[src/urfb_pkg.sv]
// ----------------------------------------------------------------------------
// urfb_pkg
// Types, codes and sizes shared by the UART register block modules.
// ----------------------------------------------------------------------------
package urfb_pkg;

	// FIFO sizes and derived widths
	localparam int RX_DEPTH = 8;
	localparam int TX_DEPTH = 8;
	localparam int RX_PTR_W = $clog2(RX_DEPTH);
	localparam int TX_PTR_W = $clog2(TX_DEPTH);
	localparam int RX_CNT_W = $clog2(RX_DEPTH + 1);
	localparam int TX_CNT_W = $clog2(TX_DEPTH + 1);
	// width for comparing the receive level with a 3-bit watermark
	localparam int WM_CMP_W = RX_CNT_W + 3;

	// read values
	localparam logic [31:0] EMPTY_MARK = 32'h8000_0000;
	localparam logic [31:0] FULL_BIT   = 32'h8000_0000;

	// bit positions in ip and ie
	localparam int IP_TXWM = 0;
	localparam int IP_RXWM = 1;

	typedef enum logic [1:0] {
		OP_READ  = 2'd0,
		OP_WRITE = 2'd1,
		OP_RXBYTE = 2'd2,
		OP_DRAIN = 2'd3
	} opcode_t;

	typedef enum logic [2:0] {
		SEL_TXDATA = 3'd0,
		SEL_RXDATA = 3'd1,
		SEL_TXCTRL = 3'd2,
		SEL_RXCTRL = 3'd3,
		SEL_IE     = 3'd4,
		SEL_IP     = 3'd5,
		SEL_DIV    = 3'd6,
		SEL_NONE   = 3'd7
	} reg_sel_t;

	// controller to datapath commands
	typedef struct packed {
		logic     exec;
		logic     rd_en;
		reg_sel_t rd_sel;
		logic     rx_push;
		logic     rx_pop;
		logic     rx_drop;
		logic     tx_push;
		logic     tx_ovf;
		logic     tx_pop;
		logic     drain;
		logic     wr_txctrl;
		logic     wr_rxctrl;
		logic     wr_ie;
		logic     wr_div;
	} urfb_cmd_t;

	// datapath to controller status
	typedef struct packed {
		logic rx_empty;
		logic rx_full;
		logic tx_empty;
		logic tx_full;
	} urfb_stat_t;

endpackage

[src/urfb_ctrl.sv]
// ----------------------------------------------------------------------------
// urfb_ctrl
// Request decoder and response sequencer: turns each request into datapath
// commands using the FIFO status, and marks the cycle its result is shown.
// ----------------------------------------------------------------------------
module urfb_ctrl (
	input  logic                clk,
	input  logic                arst_n,
	input  logic                start,
	input  logic [1:0]          opcode,
	input  logic [2:0]          reg_sel,
	input  logic                sink_ready,
	input  urfb_pkg::urfb_stat_t stat,
	output urfb_pkg::urfb_cmd_t  cmd,
	output logic                busy,
	output logic                done
);
	import urfb_pkg::*;

	typedef enum logic {
		ST_IDLE,
		ST_RESP
	} state_t;

	state_t   state_q;
	opcode_t  op;
	reg_sel_t sel;

	assign op  = opcode_t'(opcode);
	assign sel = reg_sel_t'(reg_sel);

	// every request completes in one step, so requests are never held off
	assign busy = 1'b0;
	assign done = (state_q == ST_RESP);

	// decode the request against the FIFO status
	always_comb begin
		cmd = '0;
		cmd.exec   = start;
		cmd.rd_sel = sel;
		if (start) begin
			unique case (op)
				OP_READ: begin
					cmd.rd_en  = 1'b1;
					cmd.rx_pop = (sel == SEL_RXDATA) && !stat.rx_empty;
				end
				OP_WRITE: begin
					cmd.tx_push   = (sel == SEL_TXDATA) && !stat.tx_full;
					cmd.tx_ovf    = (sel == SEL_TXDATA) && stat.tx_full;
					cmd.wr_txctrl = (sel == SEL_TXCTRL);
					cmd.wr_rxctrl = (sel == SEL_RXCTRL);
					cmd.wr_ie     = (sel == SEL_IE);
					cmd.wr_div    = (sel == SEL_DIV);
				end
				OP_RXBYTE: begin
					cmd.rx_push = !stat.rx_full;
					cmd.rx_drop = stat.rx_full;
				end
				OP_DRAIN: begin
					cmd.drain  = 1'b1;
					cmd.tx_pop = sink_ready && !stat.tx_empty;
				end
				default: begin
				end
			endcase
		end
	end

	// show the result in the cycle after each accepted request
	always_ff @(posedge clk or negedge arst_n) begin
		if (!arst_n) begin
			state_q <= ST_IDLE;
		end else begin
			state_q <= start ? ST_RESP : ST_IDLE;
		end
	end

endmodule

[src/urfb_dp.sv]
// ----------------------------------------------------------------------------
// urfb_dp
// Datapath: receive and transmit FIFO rings, control registers, read mux and
// the registered result.
// ----------------------------------------------------------------------------
module urfb_dp (
	input  logic                clk,
	input  logic                arst_n,
	input  urfb_pkg::urfb_cmd_t  cmd,
	input  logic [31:0]         write_data,
	input  logic [7:0]          rx_byte,
	output urfb_pkg::urfb_stat_t stat,
	output logic [31:0]         read_data,
	output logic                irq,
	output logic                tx_valid,
	output logic [7:0]          tx_byte,
	output logic                rx_dropped,
	output logic                tx_overflow
);
	import urfb_pkg::*;

	logic [7:0]          rx_mem [RX_DEPTH];
	logic [7:0]          tx_mem [TX_DEPTH];
	logic [RX_PTR_W-1:0] rx_head_q, rx_tail_q;
	logic [TX_PTR_W-1:0] tx_head_q, tx_tail_q;
	logic [RX_CNT_W-1:0] rx_lvl_q, rx_lvl_d;
	logic [TX_CNT_W-1:0] tx_lvl_q, tx_lvl_d;
	logic                tx_full_q, tx_full_d;
	logic [31:0]         txctrl_q, rxctrl_q, ie_q, div_q, ie_d;
	logic [31:0]         ip_val;
	logic                irq_d;

	// FIFO status for the controller
	assign stat.rx_empty = (rx_lvl_q == '0);
	assign stat.rx_full  = (rx_lvl_q == RX_CNT_W'(RX_DEPTH));
	assign stat.tx_empty = (tx_lvl_q == '0);
	assign stat.tx_full  = (tx_lvl_q == TX_CNT_W'(TX_DEPTH));

	// next levels, full flag and interrupt level
	always_comb begin
		rx_lvl_d = rx_lvl_q;
		if (cmd.rx_push) begin
			rx_lvl_d = rx_lvl_q + 1'b1;
		end else if (cmd.rx_pop) begin
			rx_lvl_d = rx_lvl_q - 1'b1;
		end
		tx_lvl_d = tx_lvl_q;
		if (cmd.tx_push) begin
			tx_lvl_d = tx_lvl_q + 1'b1;
		end else if (cmd.tx_pop) begin
			tx_lvl_d = tx_lvl_q - 1'b1;
		end
		tx_full_d = tx_full_q;
		if (cmd.tx_push || cmd.tx_ovf) begin
			tx_full_d = tx_full_q | (tx_lvl_d == TX_CNT_W'(TX_DEPTH));
		end else if (cmd.drain && (tx_lvl_d != TX_CNT_W'(TX_DEPTH))) begin
			tx_full_d = 1'b0;
		end
		ie_d  = cmd.wr_ie ? write_data : ie_q;
		irq_d = ie_d[IP_TXWM] | (ie_d[IP_RXWM] & (rx_lvl_d != '0));
	end

	// pending bits from the watermark fields
	always_comb begin
		ip_val = '0;
		ip_val[IP_TXWM] = |txctrl_q[18:16];
		ip_val[IP_RXWM] = (WM_CMP_W'(rx_lvl_q) > WM_CMP_W'(rxctrl_q[18:16]));
	end

	// control state: levels, pointers, flag and registers
	always_ff @(posedge clk or negedge arst_n) begin
		if (!arst_n) begin
			rx_head_q <= '0;
			rx_tail_q <= '0;
			rx_lvl_q  <= '0;
			tx_head_q <= '0;
			tx_tail_q <= '0;
			tx_lvl_q  <= '0;
			tx_full_q <= 1'b0;
			txctrl_q  <= '0;
			rxctrl_q  <= '0;
			ie_q      <= '0;
			div_q     <= '0;
		end else if (cmd.exec) begin
			rx_lvl_q  <= rx_lvl_d;
			tx_lvl_q  <= tx_lvl_d;
			tx_full_q <= tx_full_d;
			ie_q      <= ie_d;
			if (cmd.rx_push) begin
				rx_tail_q <= (rx_tail_q == RX_PTR_W'(RX_DEPTH - 1)) ? '0 : rx_tail_q + 1'b1;
			end
			if (cmd.rx_pop) begin
				rx_head_q <= (rx_head_q == RX_PTR_W'(RX_DEPTH - 1)) ? '0 : rx_head_q + 1'b1;
			end
			if (cmd.tx_push) begin
				tx_tail_q <= (tx_tail_q == TX_PTR_W'(TX_DEPTH - 1)) ? '0 : tx_tail_q + 1'b1;
			end
			if (cmd.tx_pop) begin
				tx_head_q <= (tx_head_q == TX_PTR_W'(TX_DEPTH - 1)) ? '0 : tx_head_q + 1'b1;
			end
			if (cmd.wr_txctrl) begin
				txctrl_q <= write_data;
			end
			if (cmd.wr_rxctrl) begin
				rxctrl_q <= write_data;
			end
			if (cmd.wr_div) begin
				div_q <= write_data;
			end
		end
	end

	// FIFO storage writes
	always_ff @(posedge clk) begin
		if (cmd.rx_push) begin
			rx_mem[rx_tail_q] <= rx_byte;
		end
		if (cmd.tx_push) begin
			tx_mem[tx_tail_q] <= write_data[7:0];
		end
	end

	// register the result of the request, reading the FIFO heads
	always_ff @(posedge clk) begin
		if (cmd.exec) begin
			if (cmd.rd_en) begin
				unique case (cmd.rd_sel)
					SEL_TXDATA: read_data <= tx_full_q ? FULL_BIT : '0;
					SEL_RXDATA: read_data <= stat.rx_empty ? EMPTY_MARK
						: {24'h00_0000, rx_mem[rx_head_q]};
					SEL_TXCTRL: read_data <= txctrl_q;
					SEL_RXCTRL: read_data <= rxctrl_q;
					SEL_IE:     read_data <= ie_q;
					SEL_IP:     read_data <= ip_val;
					SEL_DIV:    read_data <= div_q;
					SEL_NONE:   read_data <= '0;
				endcase
			end else begin
				read_data <= '0;
			end
			irq         <= irq_d;
			tx_valid    <= cmd.tx_pop;
			tx_byte     <= cmd.tx_pop ? tx_mem[tx_head_q] : 8'h00;
			rx_dropped  <= cmd.rx_drop;
			tx_overflow <= cmd.tx_ovf;
		end
	end

endmodule

[src/uart_register_fifo_block.sv]
// ----------------------------------------------------------------------------
// uart_register_fifo_block
// Result: the result of a request shows on the result ports, marked by done,
//   in the cycle after start is taken.
// Throughput: one request per cycle; busy stays low, every step is one update
//   of the FIFO pointers and registers.
// Reset: arst_n clears levels, pointers, full flag and registers at once.
// ----------------------------------------------------------------------------
module uart_register_fifo_block (
	input  logic        clk,
	input  logic        arst_n,
	input  logic        start,
	output logic        busy,
	input  logic [1:0]  opcode,
	input  logic [2:0]  reg_sel,
	input  logic [31:0] write_data,
	input  logic [7:0]  rx_byte,
	input  logic        sink_ready,
	output logic        done,
	output logic [31:0] read_data,
	output logic        irq,
	output logic        tx_valid,
	output logic [7:0]  tx_byte,
	output logic        rx_dropped,
	output logic        tx_overflow
);
	import urfb_pkg::*;

	urfb_cmd_t  cmd;
	urfb_stat_t stat;

	// decode requests and sequence responses
	urfb_ctrl u_ctrl (
		.clk        (clk),
		.arst_n     (arst_n),
		.start      (start),
		.opcode     (opcode),
		.reg_sel    (reg_sel),
		.sink_ready (sink_ready),
		.stat       (stat),
		.cmd        (cmd),
		.busy       (busy),
		.done       (done)
	);

	// FIFOs, registers and result
	urfb_dp u_dp (
		.clk         (clk),
		.arst_n      (arst_n),
		.cmd         (cmd),
		.write_data  (write_data),
		.rx_byte     (rx_byte),
		.stat        (stat),
		.read_data   (read_data),
		.irq         (irq),
		.tx_valid    (tx_valid),
		.tx_byte     (tx_byte),
		.rx_dropped  (rx_dropped),
		.tx_overflow (tx_overflow)
	);

endmodule

[config.mk]
export PLATFORM = sky130hd
export DESIGN_NAME = uart_register_fifo_block
export DESIGN_NICKNAME = d
export VERILOG_FILES = /design/src/urfb_pkg.sv /design/src/urfb_ctrl.sv /design/src/urfb_dp.sv /design/src/uart_register_fifo_block.sv
export SDC_FILE = /design/constraint.sdc
export NUM_CORES = 1
export LEC_CHECK = 0
export BUFFER_PORTS_ARGS = -buffer_cell sky130_fd_sc_hd__buf_2
export CAP_MARGIN = 20
export CORE_ASPECT_RATIO = 0.8
export CORE_MARGIN = 4
export CORE_UTILIZATION = 35
export CTS_CLUSTER_SIZE = 25
export DETAILED_ROUTE_END_ITERATION = 12
export GPL_TIMING_DRIVEN = 0
export PLACE_DENSITY_LB_ADDON = 0.05
export SYNTH_ARGS = -nofsm -noshare
export SYNTH_HDL_FRONTEND = slang
export SYNTH_SLANG_ARGS = --single-unit
[constraint.sdc]
create_clock -name clk -period 2.7 [get_ports clk]
set_input_delay 0.405 -clock clk [delete_from_list [all_inputs] [get_ports clk]]
set_output_delay 0.405 -clock clk [all_outputs]
set_load 0.05 [all_outputs]
==> metrics list, run 1 <==
- Final worst clock skew: 0.0118 ns
* Worst Setup Path Type: input port to register
- Initial core utilization: 0.359
- Most instantiated flip-flop cell in the synthesis netlist: edfxtp_1
- Walking the worst path, the cells encountered are buf_6 > and4bb_2 > clkbuf_1 > and2_1 > o211ai_1 > nor2_1.
- The detail route stage leaves a number of antenna-violating nets equal to 0.
- Synth Instances: 850
* Final std cells w/o fill: between 1500 and 2000
- Placement Rows: 63
- Number of remaining DRC errors: 0
* Crit-path max cell delay: 0.66 ns
- IO Port Bufs: 93
* Count of inserted antenna diode cells: 0
* Net count after synthesis: ~910
- Die Y: between 150 and 200 um
- The first global-routing pass estimated about 50000 um of wire.
- Initial DRC count: roughly 430
- Setup total negative slack on the finished layout was measured at 0 ns.
* Max frequency: about 390 MHz
- VDD sags by at most ~0.49 mV.
- Origin of the worst setup path: start
* Switching pwr: 3.49 mW
* Top library cells by usage in the layout, fill and taps aside: edfxtp_1 (172), dfrtp_1 (150), mux2_2 (136), buf_2 (110), a22oi_1 (49)
* Static leakage: 6.21 nW
- Overflow after GRT: 0
* DP Cell Count: between 1000 and 1500
- Final hold violations: 0
* Share of async-settable or async-resettable flops after synthesis: 0.466
- Top delay family on crit path: simple AND/OR/NAND/NOR gates
- The via count of the first global-routing pass came to 8145.
- Routability-driven placement finished with a final weighted congestion of approximately 0.8.
- Before antenna repair, the detailed router went through 5 iterations.
- Longest Clk Path Bufs: 3
- Required @ worst endpoint: roughly 2.9 ns
- Sequential area share after synthesis: 0.664
- Slowest-stage cell, CP: nor2_1
- Count of fill cells added during filler insertion: 3432
- The worst path in the final design needs a cycle of roughly 2.6 ns, including I/O delays and setup.
* Clock transition at the registers of the reported paths: ~0.060 ns
* Number of I/O pins: 95
- Initial antenna violation count: 2
- For the pin with the worst max-slew slack, the measured transition is approximately 0.83 ns.
- Critical path depth in cells: 6
- TritonCTS built the clock tree.
- Of the total power, the share spent switching nets is 0.265.
* Clock buffers created by TritonCTS: 36
- Drt total wl: approximately 32000 um
* Count of warnings emitted by yosys: 0
- Pwr per Cell Area: between 800 and 900 mW/mm^2
- Mapped cell area: ~0.013 mm^2
* Global Route Usage Sum: 0.158
- Summed over all nets, the half-perimeter wirelength after detailed placement is ~21000 um.
* TritonCTS Sinks: roughly 320
- Run status: finished, final reports clean
* Biggest fanout along the worst timing path: 53
* Crit path launch type: input port
* Average size of a mapped cell: approximately 16 um^2
- Number of max-slew violations in the final report: 0
* Portion of the clock cycle consumed by the worst path in the final layout: 0.958
* EDFF count, synth: between 150 and 200
* Part of the total power dissipated in sequential elements: 0.464
- Tightest Hold Check Type: input port to register
- Width of the die: roughly 230 um
- The startpoint identified for the worst hold timing path is write_data[18].
- Area of the core: around 0.037 mm^2
* WHS Path Cells: 3
- Headroom to the max-slew limit came out at 0.443.
- Count of distinct cell types in the synthesized netlist: 57
- Power share of the clock group: 0.370
* Die Area: about 0.042 mm^2
- In the final routed layout, each cell accounts on average for approximately 21 um.
* Total of max-cap violations: 0
- Cell Int Power: roughly 9.7 mW
- Once layout is complete, the utilization of the core stands at 0.424.
- Setup-violating endpoint count in the final report: 0
- Avg Vias per Cell: between 5 and 6
* Capturing element type of the critical path: register
- Depth of the most critical reg-to-reg path: 7
- The routed layout has between 7000 and 8000 vias.
* Part of the total power dissipated in combinational logic: 0.165
* Leading cell type in the layout, fill and taps excluded: edfxtp_1
* Clock network latency to the later pin of the worst-skew pair: between 0.5 and 0.6 ns
- Buffer and inverter count on the worst path: 2
- Data arrival time of the critical path: ~2.7 ns
- Of the cells placed in the final design, the portion with a size suffix greater than 1 is 0.363.
- CTS root buf: clkbuf_16
- Once the clock tree was built, the setup fixing pass inserted 0 buffers.
* Number of H-tree branching levels: 2
* Area growth from synthesis to final layout: 18.2%
- Flops & latches, synth: around 320
- Pin count of the biggest net entering global routing: about 100
* Final nets: about 1100
* Unrepaired setup endpoints after global routing: true
* Reg-to-reg startpoint: u_dp.rx_lvl_q[0]
cell families after synthesis:
logic type,after synthesis,synth area share
flip-flops,322,0.664
AND/OR/NAND/NOR,127,0.0508
other,1,0.000279
adder cells (fa/ha/maj),15,0.0140
XOR/XNOR,2,0.00130
buffers and inverters,59,0.0185
AO/OA/AOI/OAI,134,0.0671
multiplexers,190,0.184
sequential cells by signal, indices dropped and copies added, names as in the netlist:
register and flops:
u_dp.rx_mem 64, u_dp.tx_full_q 1, u_dp.rx_dropped 1, u_dp.tx_overflow 1
u_dp.rx_lvl_q 4, u_dp.tx_mem 64, u_dp.irq 1, u_dp.read_data 32
u_dp.tx_head_q 3, u_dp.rxctrl_q 32, u_dp.tx_tail_q 3, u_dp.ie_q 32
u_dp.rx_head_q 3, u_dp.tx_byte 8, u_dp.tx_valid 1, u_dp.div_q 32
u_dp.rx_tail_q 3, u_ctrl.done 1, u_dp.txctrl_q 32, u_dp.tx_lvl_q 4
synth_stat cells (all sizes together) (2+ instances only):
cell	n	area [um^2]
nand3	4	20.0
buf	21	106
mux2i	21	210
inv	10	37.5
a22oi	49	368
o21a	2	15.0
o21ai	11	58.8
a32oi	3	26.3
mux2	137	1540
xnor2	2	17.5
and3	3	18.8
o22ai	7	43.8
nand2	32	120
clkbuf	28	105
nor3b	6	45.0
mux4	32	721
a221oi	3	26.3
nand4	3	33.8
dfrtp	150	3750
nor2	26	97.6
nand3b	4	30.0
o21bai	2	15.0
and2	6	37.5
o31ai	3	27.5
ha	15	188
nor2b	7	43.8
a21o	5	38.8
a21oi	38	190
nor4	2	12.5
nor3	17	85.1
edfxtp	172	5160
o211ai	3	22.5
nand2b	7	43.8
and4	4	36.3
timing repair:
item,4_1_cts,5_1_grt
gates resized for setup,3,6
hold buffers,1,0
endpoints found under the setup margin,62,68
hold endpoints to repair,52,0
worst min-delay path, stage by stage:
cell     delay [ns]
buf_2          0.11
nand2_1        0.05
o21ai_0        0.06
layer usage:
layer	up-vias	track usage	part of all wire
met4	4	0.0319	0.016
met3	51	0.0342	0.047
li1	3556	-	-
met1	3953	0.249	0.51
met2	134	0.224	0.42
met5	-	0	0.00065
power by group through the flow:
stage | combinational [mW] | clock, mW | sequential [mW]
6_report | 2.18 | 4.89 | 6.13
5_1_grt | 2.44 | 5.27 | 6.20
4_1_cts | 2.22 | 5.07 | 6.12
3_5_place_dp | 2.20 | 0 | 6.21
3_3_place_gp | 2.17 | 0 | 6.20
2_1_floorplan | 1.49 | 0 | 6.22
final timing paths:
check	endpoint	slack, ns
max	u_dp.tx_mem[5][4]	0.11
min	u_dp.rxctrl_q[18]	0.15
max reg2reg	u_dp.irq	0.14
min reg2reg	u_dp.txctrl_q[7]	0.49
max in group asynchronous	u_dp.rxctrl_q[20]	1.41
min in group asynchronous	u_dp.tx_head_q[2]	0.39
final cells by class:
cell class	count	area, um^2	share of cell area
Tap cell	487	609	0.0384
Multi-Input combinational cell	469	4360	0.274
Timing Repair Buffer	100	561	0.0353
Clock inverter	13	125	0.00788
Buffer	49	213	0.0134
Sequential cell	322	8920	0.562
Clock buffer	53	1060	0.0665
Inverter	10	37.5	0.00236
stage by stage:
step / hold slack (ns) / setup WS (ns) / instance area [um^2] / power (mW)
CTS: 0.118 / 0.0242 / 15800 / 13.4
floorplan: 0.109 / 0.265 / 13400 / 7.71
global placement: 0.471 / -2.00 / 14500 / 8.37
finish: 0.150 / 0.112 / 15900 / 13.2
detailed placement: 0.369 / -0.791 / 14600 / 8.42
global route: 0.130 / -0.0755 / 15900 / 13.9
(Power assumes the default switching activity.)
==> inputs of run 2 (changes only) <==
ABC_AREA = 1   (was not set)
==> metrics list, run 2 <==
- The flow ran to the end, and the final reports show no timing, DRC or antenna violations.
- Relative to the synthesized area, the layout overhead comes to 17.9%.
- The H-tree generated during clock tree synthesis spans 2 levels.
- The commonest cells after synthesis are nand2_1 (234), o21ai_0 (207), edfxtp_1 (172).
* Relative slew slack: 0.444
- The hold violation count in the final report came to 0.
- The floorplan step defined a die boundary enclosing around 0.041 mm^2.
- Clock network latency to the later pin of the worst-skew pair: roughly 0.53 ns
- WL/cell: about 19 um
- In the final timing run, aggregate negative setup slack is 0 ns.
- Crit-path max cell delay: ~0.52 ns
* Share of async-settable or async-resettable flops after synthesis: 0.466
* Number of remaining DRC errors: 0
- For the final database, setup skew stands at between 0.015 and 0.02 ns.
- Data on the critical path is required at its endpoint by 2.86 ns.
- Net count after synthesis: approximately 1300
* Capture point of the critical path: u_dp.rx_mem[1][3]
- For the worst flop-to-flop path, the logic depth is 7.
- Placed standard-cell area: 0.0145 mm^2
- In this run the critical register-to-register path is launched from u_dp.rx_lvl_q[0].
* Largest registers: u_dp.rx_mem: 64 flops, u_dp.tx_mem: 64 flops
- Avg Vias per Cell: around 5.0
- Yosys instantiated no cell more often than nand2_1.
- Top library cells by usage in the layout, fill and taps aside: nand2_1 (234), o21ai_0 (207), edfxtp_1 (172), dfrtp_1 (150)
- The finished cells cover 0.0157 mm^2.
- After layout, the minimum clock period comes to ~2.5 ns.
- The most critical setup path has its startpoint at u_dp.rx_lvl_q[0].
- Of the cells placed in the final design, the portion with a size suffix greater than 1 is 0.135.
* DR vias: between 9000 and 10000
- Timing would allow up to ~400 MHz.
* Met2 capacity usage during global routing: 0.271
- Count of warnings emitted by yosys: 0
- Slowest-stage cell, CP: nor2_2
- Summed over all cells, the static leakage comes to 6.37 nW.
- Across the run, the number of max-cap violations was 0.
- Number of I/O pins: 95
- Via count of the first global-routing pass: 9370
- Area of the core: 0.0373 mm^2
* Setup-violating endpoint count in the final report: 0
- Crit path launch type: register
* Initial antenna violation count: 1
* Met1 track demand over resource: 0.271
* HPWL after detailed placement: between 20000 and 25000 um
- Initial core utilization: 0.356
- Final std cells w/o fill: about 1900
- In this run the cell area of the synthesized design comes to ~0.013 mm^2.
- Drt total wl: between 30000 and 40000 um
- Worst R2R Setup Slack: 0.22 ns
* Share of the synthesized area in the top cell type: 0.389
- Number of max-slew violations in the final report: 0
* Leading cell type in the layout, fill and taps excluded: nand2_1
- Yosys mapped a number of flops with a built-in enable equal to between 150 and 200.
- Buffers added to address setup during post-CTS repair amount to 0.
- Endpoint of the lowest-slack register-to-register path: u_dp.rx_mem[1][3]
- Across the VDD grid, the largest voltage drop is 0.367 mV.
- Final nets: 1446
- DP Cell Count: 1830
* Buffer and inverter count on the worst path: 2
- TritonCTS built the clock tree.
- Of the total synthesized cell area, the portion taken by XOR and XNOR cells is 0.00264.
- The first global-routing pass estimated 56900 um of wire.
- For this run, the leading register cell type out of synthesis is edfxtp_1.
* Adder-cell area share of the yosys netlist: 0.0141
* Average size of a mapped cell: roughly 11 um^2
- Tightest Hold Check Type: input port to register
- Measured along the x axis, the die boundary spans between 200 and 250 um.
- Largest family of logic cells by synthesized area: compound AO/OA/AOI/OAI gates
* Sequential area share after synthesis: 0.671
- Synth Area in Compound Gates: 0.135
- Critical path depth in cells: 7
- Simple-gate share of the synthesized area: 0.133
- The clock net in this run drives a total of 322 sinks.
- In this run the deepest clock path goes through 3 buffers.
* Portion of the clock cycle consumed by the worst path in the final layout: 0.920
* Busiest layer in global routing: met1
* Share of cell area taken by muxes after synthesis: 0
* Placement Rows: between 60 and 70
* Pwr per Cell Area: between 800 and 900 mW/mm^2
* Unrepaired setup endpoints after global routing: true
- The synthesized design contains about 320 register bits.
- Gp weighted congestion: around 0.82
* Biggest fanout along the worst timing path: 8
- edfxtp_1 takes more of the synthesized area than any other cell.
- Clock transition at the registers of the reported paths: around 0.06 ns
- For met3 alone, demand over resource in global routing was 0.0281.
- The detail route stage leaves a number of antenna-violating nets equal to 0.
- Synth Instances: approximately 1200
- The cell sitting at the root of the clock tree is a clkbuf_16.
* Pre-Repair DR Iteration Count: 6
* IO Port Bufs: 92
- Clock tree synthesis inserted a total of 36 buffers.
* Worst Setup Path Type: register to register
* Die Y: 182 um
* Global Route Usage Sum: 0.179
- Capturing element type of the critical path: register
- Count of fill cells added during filler insertion: ~3700
* Main area contributors after synthesis: edfxtp_1 (39%), dfrtp_1 (28%), o21ai_0 (7.8%), nand2_1 (6.6%), nor2_1 (3.3%)
- Traced cell by cell, the critical path runs through inv_1 > ha_1 > nand3_1 > nand2_1 > inv_1 > nand2_1 > nor2_2.
- Count of distinct cell types in the synthesized netlist: 42
* Initial DRC count: about 650
- Top delay family on crit path: simple AND/OR/NAND/NOR gates
- At the pin with the least slew margin, the transition time is about 0.83 ns.
- Entering global routing, the biggest net connects roughly 120 pins.
- Data arrival time of the critical path: 2.65 ns
- Overflow after GRT: 0
## run 2: metal layers
metal | vias to the layer above | share of wire
li1 | 4612 | -
met1 | 4617 | 0.50
met2 | 153 | 0.44
met3 | 43 | 0.033
met4 | 0 | 0.018
met5 | - | 0
## run 2: power by group
part	internal (mW)	switching [mW]	total (mW)
clock network	2.90	1.96	4.86
logic	0.866	1.84	2.71
registers	5.76	0.376	6.14
## run 2: worst min path at each step
stage	start	end	slack, ns	cells past startpoint
2_1_floorplan	arst_n	u_ctrl.done	0.11	0
3_3_place_gp	u_dp.div_q[21]	u_dp.div_q[21]	0.47	2
3_5_place_dp	arst_n	u_dp.tx_head_q[2]	0.31	1
4_1_cts	rx_byte[6]	u_dp.rx_mem[1][6]	0.13	1
5_1_grt	rx_byte[6]	u_dp.rx_mem[1][6]	0.14	1
6_report	rx_byte[6]	u_dp.rx_mem[1][6]	0.15	1
## run 2: metrics by stage
stage | hold WS, ns | utilization | setup slack [ns] | total power [mW]
global placement | 0.466 | 0.385 | -1.50 | 8.90
finish | 0.150 | 0.420 | 0.215 | 13.7
floorplan | 0.109 | - | 0.518 | 8.02
detailed placement | 0.306 | 0.388 | -0.502 | 8.94
global route | 0.142 | 0.420 | -0.00737 | 14.5
CTS | 0.127 | 0.420 | 0.0132 | 13.9
## run 2: final cells by class
type                    instances  area [um^2]  area share
multi-input cells             772         3810       0.243
clock buffers                  55         1050      0.0673
diodes                          1         2.50    0.000160
clock inverters                11          118     0.00751
flip-flops and latches        322         8920       0.569
inverters                      82          308      0.0196
well taps                     487          609      0.0389
repair buffers                101          563      0.0359
plain buffers                  67          280      0.0179
## run 2: cell families after synthesis
kind of cell    after synthesis
fa+ha+maj                    15
xor+xnor                      4
simple gates                433
compound gates              319
other cells                   1
buf+inv                     149
flops                       322
## run 2: repair_timing
action / 4_1_cts / 5_1_grt
hold endpoints to repair: 35 / 0
hold buffers: 1 / 0
gates resized for setup: 4 / 5
endpoints found under the setup margin: 24 / 79
==> inputs of run 3 (changes only) <==
==> constraint.sdc (replaced) <==
create_clock -name clk -period 2.7 [get_ports clk]
set_input_delay 0.27 -clock clk [delete_from_list [all_inputs] [get_ports clk]]
set_output_delay 0.27 -clock clk [all_outputs]
set_load 0.05 [all_outputs]
==> metrics list, run 3 (synthesis gave the netlist of run 2 again) <==
- Final nets: between 1000 and 1500
- Across the VDD grid, the largest voltage drop is 0.367 mV.
* Longest Clk Path Bufs: 3
* Avg Vias per Cell: between 4 and 5
- The via count of the first global-routing pass is between 9000 and 10000.
- Drt total wl: 36800 um
- Fin worst setup slack: between 0.15 and 0.2 ns
* Static leakage: roughly 6.4 nW
- For this run, the detailed router's first-pass iteration total came to 5.
- The floorplan step set the die height to about 180 um.
- The hold violation count in the final report was 0.
- Buffers inserted during clock tree synthesis total 36.
- Capturing element type of the critical path: register
- Hold timing on the final database bottoms out at a slack of 0.0376 ns.
- The first global-routing pass estimated 56900 um of wire.
- Hold path start: rx_byte[2]
* CTS tree: done
- Setup repair after global routing could not meet its margin everywhere.
* Reg-to-reg startpoint: u_dp.rx_lvl_q[0]
- Final worst clock skew: around 0.019 ns
- STA classifies the critical path startpoint as a register.
* Gp weighted congestion: ~0.82
- Global Route Usage Sum: 0.179
- Entering global routing, the biggest net connects 116 pins.
* Initial antenna violation count: 1
- Top library cells by usage in the layout, fill and taps aside: nand2_1 (234), o21ai_0 (207), edfxtp_1 (172), dfrtp_1 (150)
- Clock transition at the registers of the reported paths: approximately 0.06 ns
- DR vias: approximately 9400
- The multi-input combinational cells in the finished layout cover a total of 0.00381 mm^2.
- Data arrival time of the critical path: around 2.7 ns
- The final count of pins violating max slew came to 0.
- STA puts the critical path data required time at 2.86 ns.
* Relative slew slack: 0.443
- Core utilization of the finished layout: 0.421
- At the pin with the least slew margin, the transition time is roughly 0.83 ns.
- The count of cells in the finished layout, fillers not included, comes to 1900.
* Setup repair bufs after CTS: 0
- Clock network latency to the later pin of the worst-skew pair: 0.53 ns
- Pwr per Cell Area: 873 mW/mm^2
- The floorplan has 63 rows.
- The smallest clock period supported by the final layout is computed as 2.52 ns.
* Portion of the clock cycle consumed by the worst path in the final layout: 0.935
* WHS Path Cells: 1
* Depth of the most critical reg-to-reg path: 7
- In the final timing run, aggregate negative setup slack is 0 ns.
- The worst hold path belongs to the class input port to register.
- Number of remaining DRC errors: 0
- DP Cell Count: roughly 1800
* Setup-violating endpoint count in the final report: 0
* Overflow after GRT: 0
- After legalization and detailed placement, the total HPWL measured roughly 25000 um.
- The die covers ~0.04 mm^2.
* Count of fill cells added during filler insertion: around 3700
* Endpoint of the lowest-slack register-to-register path: u_dp.rx_mem[1][3]
- Initial core utilization: 0.356
- TritonCTS Sinks: about 320
* Area growth from synthesis to final layout: 18.0%
- Largest registers: u_dp.rx_mem: 64 flops, u_dp.tx_mem: 64 flops
* Width of the die: between 200 and 250 um
* Number of H-tree branching levels: 2
- Leading cell type in the layout, fill and taps excluded: nand2_1
- Prior to clock tree synthesis, the placed netlist has a worst setup slack of -0.367 ns.
- IO Port Bufs: about 90
- After detailed routing, the average wire length per cell comes to slightly below 20 um.
- Run status: finished, final reports clean
- Across the run, the number of max-cap violations was 0.
- Layout cell share with drive strength beyond 1: 0.135
* Max frequency: between 300 and 400 MHz
* Area of the core: around 0.037 mm^2
- Hold Path End: u_dp.rx_mem[0][2]
* Biggest fanout along the worst timing path: 8
- Initial DRC count: between 600 and 700
- Register area: 0.00892 mm^2
- The setup check on the worst reg-to-reg path leaves a slack of approximately 0.18 ns.
- Remaining antenna violation count: 0
- Worst Setup Path Type: register to register
- CTS root buf: clkbuf_16
* Number of I/O pins: between 90 and 100
[run 3: cell types whose count changed in the layout (fill, tap and decap cells not counted), sizes merged]
| cell | change |
|---|---|
| dlygate4sd3 | +2 |
[run 3: report_power, final]
group | internal, mW | switching (mW)
combinational | 0.869 | 1.84
sequential | 5.76 | 0.376
clock | 2.90 | 1.96
[run 3: final cells by class]
cell class                 count  area share
sequential                   322       0.569
multi-input combinational    772       0.243
clock buffer                  55      0.0672
tap                          487      0.0388
timing repair buffer         103      0.0372
inverter                      82      0.0196
buffer                        67      0.0179
clock inverter                11     0.00750
antenna                        1    0.000160
[run 3: metal layers]
| metal | wire length (um) | share of wire | global-route usage |
|---|---|---|---|
| met1 | 18600 | 0.50 | 0.271 |
| met2 | 16300 | 0.44 | 0.271 |
| met3 | 1240 | 0.034 | 0.0281 |
| met4 | 678 | 0.018 | 0.0424 |
| met5 | 0 | 0 | 0 |
[run 3: worst max path at each step]
stage	start	end	slack [ns]	cells past startpoint
after CTS	u_dp.rx_lvl_q[0]	u_dp.rx_mem[5][6]	0.01	7
after detailed placement	start	u_dp.tx_mem[0][5]	-0.37	8
after global routing	u_dp.rx_lvl_q[0]	u_dp.rx_mem[1][7]	-0.007	7
after floorplan	u_dp.tx_lvl_q[0]	u_dp.tx_mem[1][0]	0.57	7
final	u_dp.rx_lvl_q[0]	u_dp.rx_mem[1][3]	0.18	7
after global placement	start	u_dp.tx_mem[7][5]	-1.36	7
[run 3: metrics by stage]
step	power (mW)	cell area (um^2)
2_1_floorplan	8.02	13300
3_3_place_gp	8.90	14400
3_5_place_dp	8.94	14500
4_1_cts	13.9	15700
5_1_grt	14.5	15700
6_report	13.7	15700
[run 3: what timing repair did]
action / 4_1_cts / 5_1_grt
hold buffers: 3 / 0
setup endpoints to repair: 24 / 49
gates resized for setup: 4 / 5
endpoints found under the hold margin: 51 / 0
cloned: 0 / 0
[run 3: critical path: stages (launching register included)]
cell     delay [ns]
dfrtp_1        0.39
inv_1          0.13
ha_1           0.27
nand3_1        0.13
nand2_1        0.20
inv_1          0.26
nand2_1        0.21
nor2_2         0.56
